==> src/rtl/cbse_pkg.sv <==
`default_nettype none

package cbse_pkg;

   localparam int MAX_POINTS = 1024;
   localparam int PTR_W      = $clog2(MAX_POINTS);
   localparam int CNT_W      = PTR_W;
   localparam int FRAC_BITS  = 16;
   localparam int MU_W       = FRAC_BITS + 1;
   localparam int COORD_W    = 32;
   localparam int SEG_W      = PTR_W + 1;

   // reflected neighbors need two more bits, Horner partial sums six more
   localparam int EXT_W      = COORD_W + 2;
   localparam int ACC_W      = COORD_W + 6;

   // mu * h is split into two half products
   localparam int LO_W       = ACC_W / 2;
   localparam int HI_W       = ACC_W - LO_W;
   localparam int LO_PROD_W  = FRAC_BITS + LO_W;
   localparam int HI_PROD_W  = MU_W + HI_W;
   localparam int PROD_W     = HI_PROD_W + LO_W;

   // divide by six: bias to non-negative, halve, then radix-4 divide by three
   localparam int Y_W        = ACC_W + 1;
   localparam int DIV_CHUNK  = 12;
   localparam int DIV_DIGITS = DIV_CHUNK / 2;
   localparam int DIV_STEPS  = 3;
   localparam int DIV_W      = DIV_CHUNK * DIV_STEPS;

   localparam logic [CNT_W-1:0] NUM_SEG_RESET = CNT_W'(1);

   localparam logic [1:0] STEP_C2 = 2'd0;
   localparam logic [1:0] STEP_C1 = 2'd1;
   localparam logic [1:0] STEP_C0 = 2'd2;

   typedef enum logic [2:0] {
      DST_NONE,
      DST_P0,
      DST_P1,
      DST_E0,
      DST_E1
   } dst_type;

   typedef struct packed {
      logic signed [COORD_W-1:0] x;
      logic signed [COORD_W-1:0] y;
      logic signed [COORD_W-1:0] z;
   } point_type;

   typedef struct packed {
      dst_type              cap;
      logic                 refl;
      logic                 coef;
      logic                 mul;
      logic                 acc;
      logic [1:0]           step;
      logic                 divp;
      logic                 div;
      logic                 first;
      logic                 last;
      logic                 direct;
      logic [FRAC_BITS-1:0] mu;
   } lane_ctrl_type;

endpackage

`default_nettype wire

==> src/rtl/cbse_lane.sv <==
`default_nettype none

module cbse_lane (
   input  logic                                clock,
   input  cbse_pkg::lane_ctrl_type             ctrl,
   input  logic signed [cbse_pkg::COORD_W-1:0] rd_coord,
   output logic signed [cbse_pkg::COORD_W-1:0] result
);
   import cbse_pkg::*;

   localparam longint DIV_BIAS = 64'sd6 * (64'sd1 <<< (COORD_W - 1)) + 64'sd3;
   localparam longint SAT_LIM  = 64'sd12 * (64'sd1 <<< (COORD_W - 1));
   localparam logic signed [COORD_W-1:0] SAT_MAX = {1'b0, {(COORD_W-1){1'b1}}};
   localparam logic signed [COORD_W-1:0] SAT_MIN = {1'b1, {(COORD_W-1){1'b0}}};

   function automatic logic [DIV_CHUNK+1:0] div3_chunk(input logic [1:0] rem_i,
                                                        input logic [DIV_CHUNK-1:0] bits);
      logic [1:0]           r;
      logic [3:0]           v;
      logic [1:0]           qd;
      logic [DIV_CHUNK-1:0] q;
      r = rem_i;
      q = '0;
      for (int i = 0; i < DIV_DIGITS; i++) begin
         v = {r, bits[DIV_CHUNK-1-2*i -: 2]};
         if (v >= 4'd9) begin
            qd = 2'd3;
         end else if (v >= 4'd6) begin
            qd = 2'd2;
         end else if (v >= 4'd3) begin
            qd = 2'd1;
         end else begin
            qd = 2'd0;
         end
         r = 2'(v - {2'b00, qd} * 4'd3);
         q[DIV_CHUNK-1-2*i -: 2] = qd;
      end
      return {q, r};
   endfunction

   logic signed [COORD_W-1:0]   p0_ff, p0_in, p1_ff, p1_in;
   logic signed [EXT_W-1:0]     e0_ff, e0_in, e1_ff, e1_in;
   logic signed [ACC_W-1:0]     c0_ff, c0_in, c1_ff, c1_in, c2_ff, c2_in;
   logic signed [ACC_W-1:0]     h_ff, h_in;
   logic [LO_PROD_W-1:0]        lo_ff, lo_in;
   logic signed [HI_PROD_W-1:0] hi_ff, hi_in;
   logic [DIV_W-1:0]            dvd_ff, dvd_in, quot_ff, quot_in;
   logic [1:0]                  rem_ff, rem_in;
   logic                        sat_hi_ff, sat_hi_in, sat_lo_ff, sat_lo_in;

   logic signed [EXT_W-1:0]     cap_ext, p0_ext, p1_ext, refl_e0, refl_e1;
   logic signed [ACC_W-1:0]     we0, wp0, wp1, we1, c3, csel;
   logic signed [MU_W-1:0]      mu_s;
   logic [PROD_W-1:0]           prod;
   logic [Y_W-1:0]              y;
   logic [DIV_CHUNK+1:0]        dstep;
   logic [COORD_W-1:0]          qv;

   assign cap_ext = {{(EXT_W-COORD_W){rd_coord[COORD_W-1]}}, rd_coord};
   assign p0_ext  = {{(EXT_W-COORD_W){p0_ff[COORD_W-1]}}, p0_ff};
   assign p1_ext  = {{(EXT_W-COORD_W){p1_ff[COORD_W-1]}}, p1_ff};
   assign refl_e0 = (p0_ext <<< 1) - p1_ext;
   assign refl_e1 = (p1_ext <<< 1) - p0_ext;

   assign we0 = {{(ACC_W-EXT_W){e0_ff[EXT_W-1]}}, e0_ff};
   assign we1 = {{(ACC_W-EXT_W){e1_ff[EXT_W-1]}}, e1_ff};
   assign wp0 = {{(ACC_W-COORD_W){p0_ff[COORD_W-1]}}, p0_ff};
   assign wp1 = {{(ACC_W-COORD_W){p1_ff[COORD_W-1]}}, p1_ff};
   assign c3  = we1 - we0 + (wp0 <<< 1) + wp0 - (wp1 <<< 1) - wp1;

   assign mu_s = {1'b0, ctrl.mu};
   assign prod = {hi_ff, {LO_W{1'b0}}} + PROD_W'(lo_ff);
   assign y    = {h_ff[ACC_W-1], h_ff} + Y_W'(DIV_BIAS);
   assign dstep = div3_chunk(rem_ff, dvd_ff[DIV_W-1 -: DIV_CHUNK]);
   assign qv   = quot_ff[COORD_W-1:0];

   always_comb begin
      case (ctrl.step)
         STEP_C2: csel = c2_ff;
         STEP_C1: csel = c1_ff;
         default: csel = c0_ff;
      endcase
   end

   always_comb begin
      p0_in     = p0_ff;
      p1_in     = p1_ff;
      e0_in     = e0_ff;
      e1_in     = e1_ff;
      c0_in     = c0_ff;
      c1_in     = c1_ff;
      c2_in     = c2_ff;
      h_in      = h_ff;
      lo_in     = lo_ff;
      hi_in     = hi_ff;
      dvd_in    = dvd_ff;
      quot_in   = quot_ff;
      rem_in    = rem_ff;
      sat_hi_in = sat_hi_ff;
      sat_lo_in = sat_lo_ff;

      if (ctrl.cap == DST_P0) begin
         p0_in = rd_coord;
      end
      if (ctrl.cap == DST_P1) begin
         p1_in = rd_coord;
      end
      if (ctrl.cap == DST_E0) begin
         e0_in = cap_ext;
      end else if (ctrl.refl && ctrl.first) begin
         e0_in = refl_e0;
      end
      if (ctrl.cap == DST_E1) begin
         e1_in = cap_ext;
      end else if (ctrl.refl && ctrl.last) begin
         e1_in = refl_e1;
      end

      if (ctrl.coef) begin
         c0_in = we0 + (wp0 <<< 2) + wp1;
         c1_in = (wp1 <<< 1) + wp1 - (we0 <<< 1) - we0;
         c2_in = (we0 <<< 1) + we0 - (wp0 <<< 2) - (wp0 <<< 1) + (wp1 <<< 1) + wp1;
         h_in  = c3;
      end

      if (ctrl.mul) begin
         lo_in = LO_PROD_W'(ctrl.mu) * LO_PROD_W'(h_ff[LO_W-1:0])
               + LO_PROD_W'(1 << (FRAC_BITS - 1));
         hi_in = HI_PROD_W'(mu_s) * HI_PROD_W'($signed(h_ff[ACC_W-1:LO_W]));
      end

      if (ctrl.acc) begin
         h_in = csel + prod[FRAC_BITS+ACC_W-1:FRAC_BITS];
      end

      if (ctrl.divp) begin
         sat_lo_in = y[Y_W-1];
         sat_hi_in = !y[Y_W-1] && (y >= Y_W'(SAT_LIM));
         dvd_in    = DIV_W'(y[COORD_W+2:1]);
         rem_in    = 2'd0;
         quot_in   = '0;
      end

      if (ctrl.div) begin
         dvd_in  = dvd_ff << DIV_CHUNK;
         quot_in = {quot_ff[DIV_W-DIV_CHUNK-1:0], dstep[DIV_CHUNK+1:2]};
         rem_in  = dstep[1:0];
      end
   end

   always_ff @(posedge clock) begin
      p0_ff     <= p0_in;
      p1_ff     <= p1_in;
      e0_ff     <= e0_in;
      e1_ff     <= e1_in;
      c0_ff     <= c0_in;
      c1_ff     <= c1_in;
      c2_ff     <= c2_in;
      h_ff      <= h_in;
      lo_ff     <= lo_in;
      hi_ff     <= hi_in;
      dvd_ff    <= dvd_in;
      quot_ff   <= quot_in;
      rem_ff    <= rem_in;
      sat_hi_ff <= sat_hi_in;
      sat_lo_ff <= sat_lo_in;
   end

   always_comb begin
      if (ctrl.direct) begin
         result = p0_ff;
      end else if (sat_hi_ff) begin
         result = SAT_MAX;
      end else if (sat_lo_ff) begin
         result = SAT_MIN;
      end else begin
         result = {~qv[COORD_W-1], qv[COORD_W-2:0]};
      end
   end

endmodule

`default_nettype wire

==> config.mk <==
export PLATFORM = sky130hd
export DESIGN_NAME = cbse_lane
export DESIGN_NICKNAME = d
export VERILOG_FILES = /design/src/rtl/cbse_pkg.sv /design/src/rtl/cbse_lane.sv
export SDC_FILE = /design/constraint.sdc
export NUM_CORES = 2
export LEC_CHECK = 0
export BUFFER_PORTS_ARGS = -buffer_cell sky130_fd_sc_hd__buf_2
export CAP_MARGIN = 25
export CORE_UTILIZATION = 65
export DETAILED_ROUTE_END_ITERATION = 8
export PLACE_DENSITY = 0.82
export SYNTH_ARGS = -nofsm -noshare
export SYNTH_HDL_FRONTEND = slang
export SYNTH_SLANG_ARGS = --single-unit
export TNS_END_PERCENT = 100
==> constraint.sdc <==
create_clock -name clock -period 7.15 [get_ports clock]
set_input_delay 0.3575 -clock clock [delete_from_list [all_inputs] [get_ports clock]]
set_output_delay 0.3575 -clock clock [all_outputs]
set_load 0.02 [all_outputs]
==> results_dict.tcl <==
set metrics [dict create \
    endpoint_kind "flip-flop" \
    post_cts_resize_count 0 \
    drc 0 \
    period_share_pct 94.8 \
    rows 108 \
    cp_slowest_cell "edfxtp_1" \
    yosysSeqAreaShare_pct 20.9 \
    path_delay_family "adder cells" \
    numCtsBuffers 45 \
    drive_gt1_share_pct 5.31 \
    worst-setup-path-type "reg2reg" \
    hpwl_um 120000 \
    area_growth_pct 6.43 \
    synth_seq_cells 405 \
    period_needed_ns 6.78 \
    gp_congestion 0.969 \
    post-synth-top-count-cell "inv_1" \
    busiest_layer "met2" \
    crit_path_start_kind "flip-flop" \
    status "completed" \
    nFillCells 6306 \
    portBuffers 94 \
    overflow 0 \
    tns_ns 0 \
    seq_area_sq_um 12000 \
    first_pass_iters 5 \
    vias 42600 \
    ctsRootBufferMaster "clkbuf_16" \
    r2r_cells 24 \
    ys_types 90 \
    synth_area_leaders "fa_1, edfxtp_1, ha_1" \
    vias_per_cell 6.01 \
    nNetsFinal 7353 \
    worst-path-max-fanout 9 \
    fmax_mhz 147 \
    clk_latency_ns 0.60 \
    cp.required_ns 7.49 \
    hp-class "in2reg" \
    slew_headroom_pct 24.2 \
    drv_slew 0 \
    synth_top_area_share_pct 31.0 \
    initial_core_util_pct 66.0 \
    clkSinkCount 405 \
    wl_um 148000 \
    tightest_slew_ns 1.11 \
    min_to "p1_ff[29]" \
    ys_warn_count 0 \
    rsz0062_at_grt "false" \
    antenna_found_initial 6 \
    dieArea_sq_um 89900 \
    io-pin-count 95 \
    hold_path_startpoint "rd_coord[29]" \
    path_buf_inv 5 \
    fp.dieW_um 300 \
    netlist_instances 5847 \
    multi_input_area_sq_um 41100 \
    regToRegEndpoint "hi_ff[34]" \
    hold_depth 1 \
    yosys.area.top_type "fa_1" \
    timing.rr.start "h_ff[29]" \
    finalHoldViolCount 0 \
    clk_pin_slew_worst_paths_ns 0.06 \
    path_cells "nand2_1 > fa_1 > inv_1 > fa_1 > inv_1 > fa_1 > inv_1 > fa_1 > inv_1 > fa_1 > inv_1 > fa_1 > ha_1 > and3_1 > a221oi_1 > o21ba_2 > nand2_1 > a211oi_1 > nor2_1 > o211ai_1 > o311ai_0 > a31o_2 > a21oi_1 > xnor2_1" \
    ys_async_sr_fraction_pct 0 \
    grt_pass1_wl_um 236000 \
    synth_fp_nets 7300 \
    grt_max_degree 74 \
    setup_violations 0 \
    met3_usage_pct 6.58 \
    track_usage_pct 33.7 \
    drt_iter0_markers 3640 \
    syn_area_sq_um 57700 \
    maxCapViolations 0 \
    met1_usage_pct 45.1 \
    synth-main-ff-cell "edfxtp_1" \
    ff2ff_setup_slack_ns 0.37 \
    routedWlPerCell_um 20.9 \
    ant_nets 0 \
    avgSynthCellArea_sq_um 9.86 \
    path_depth 24 \
    critPathArrivalTime_ns 7.12 \
    crit_top_cell "fa_1" \
    core_area_sq_um 87300 \
    h-tree-depth 2 \
    chipHeight_um 300 \
    synth_top_cells_by_count "inv_1, fa_1, nand2_1" \
    synth-edff-count 393 \
    grt_use_met2_pct 54.7 \
    finClkSkew_ns 0.0182 \
    grt_pass1_vias 44300 \
    clk_path_buf_depth 3 \
    cts_tree "yes" \
    critPathMaxStageDelay_ns 0.61 \
]
[area by class of cell]
cell class / count / area share, %
Multi-Input combinational cell: 4239 / 67.0
Tap cell: 1155 / 2.36
Timing Repair Buffer: 219 / 2.51
Clock inverter: 26 / 0.504
Clock buffer: 57 / 1.94
Sequential cell: 405 / 19.6
Antenna cell: 3 / 0.0122
Inverter: 990 / 6.06
[state kept, by name, summed over array words and instances, names as in the netlist]
| register | flops |
|---|---|
| c0_ff | 36 |
| c1_ff | 36 |
| c2_ff | 37 |
| dvd_ff | 36 |
| e0_ff | 34 |
| e1_ff | 34 |
| h_ff | 38 |
| hi_ff | 35 |
| lo_ff | 19 |
| p0_ff | 32 |
| p1_ff | 32 |
| quot_ff | 32 |
| rem_ff | 2 |
| sat_hi_ff | 1 |
| sat_lo_ff | 1 |
[cell usage in the layout (no fill, tap or decap), types with 43 or more instances in the layout]
| cell | instances |
|---|---|
| and2_1 | 275 |
| buf_2 | 93 |
| inv_1 | 990 |
| o21bai_1 | 48 |
| nor2b_1 | 48 |
| nor2_1 | 200 |
| nand2_1 | 618 |
| a211oi_1 | 62 |
| edfxtp_1 | 393 |
| mux2i_1 | 50 |
| ha_1 | 496 |
| xnor2_1 | 212 |
| o21ai_0 | 228 |
| a21oi_1 | 301 |
| o21a_1 | 45 |
| nand2b_1 | 43 |
| a21o_1 | 161 |
| nand3_1 | 67 |
| xor2_1 | 124 |
| fa_1 | 894 |
| clkbuf_16 | 46 |
| buf_4 | 96 |
[worst reg2reg max path: cells and delay by family, from the launching register on]
| family | cells | cell delay (ns) |
|---|---|---|
| fa+ha+maj | 7 | 3.39 |
| compound gates | 7 | 1.58 |
| flops | 1 | 0.61 |
| simple gates | 4 | 0.57 |
| buf+inv | 5 | 0.27 |
| xor+xnor | 1 | 0.09 |
[routing by layer]
metal  routed length [um]  vias to the layer above
li1                     -                    19200
met1                58800                    21000
met2                69500                     2047
met3                14100                      370
met4                 6030                        4
met5                   23                        -
[what timing repair did]
action	4_1_cts	5_1_grt
endpoints found under the setup margin	0	1
buffers inserted	0	5
hold buffers	26	0
hold endpoints to repair	52	0
[cell families (layout without fill, tap and decap cells)]
kind of cell / Yosys count / in the layout / synth area share, %
AO/OA/AOI/OAI: 1041 / 1041 / 11.7
XOR/XNOR: 337 / 337 / 5.13
adder cells (fa/ha/maj): 1390 / 1390 / 41.8
buffers and inverters: 1203 / 1292 / 7.83
flip-flops: 405 / 405 / 20.9
multiplexers: 53 / 53 / 0.931
other: 0 / 3 / 0
AND/OR/NAND/NOR: 1418 / 1418 / 11.7
[worst max path at each step]
stage	startpoint	end	slack, ns
floorplan	h_ff[32]	hi_ff[34]	0.61
global placement	ctrl[2]	hi_ff[34]	0.36
detailed placement	ctrl[2]	hi_ff[34]	0.25
CTS	h_ff[30]	hi_ff[34]	0.30
global route	h_ff[31]	hi_ff[34]	0.007
finish	h_ff[29]	hi_ff[34]	0.37
[through the flow]
stage	worst slack [ns]	hold WS, ns	std cells	instance area, sq um	util, %
5_1_grt	0.00658	0.00702	7093	61400	70.3
3_3_place_gp	0.361	0.476	6975	59500	68.1
4_1_cts	0.302	0.000896	7084	61300	70.2
3_5_place_dp	0.252	0.479	6975	59500	68.1
6_report	0.368	0.0178	7094	61400	70.3
2_1_floorplan	0.614	0.456	5847	57700	-
Power is left out: the tool's default activity adds up to more than one toggle a clock period on the data nets, which glitch-free logic cannot reach.
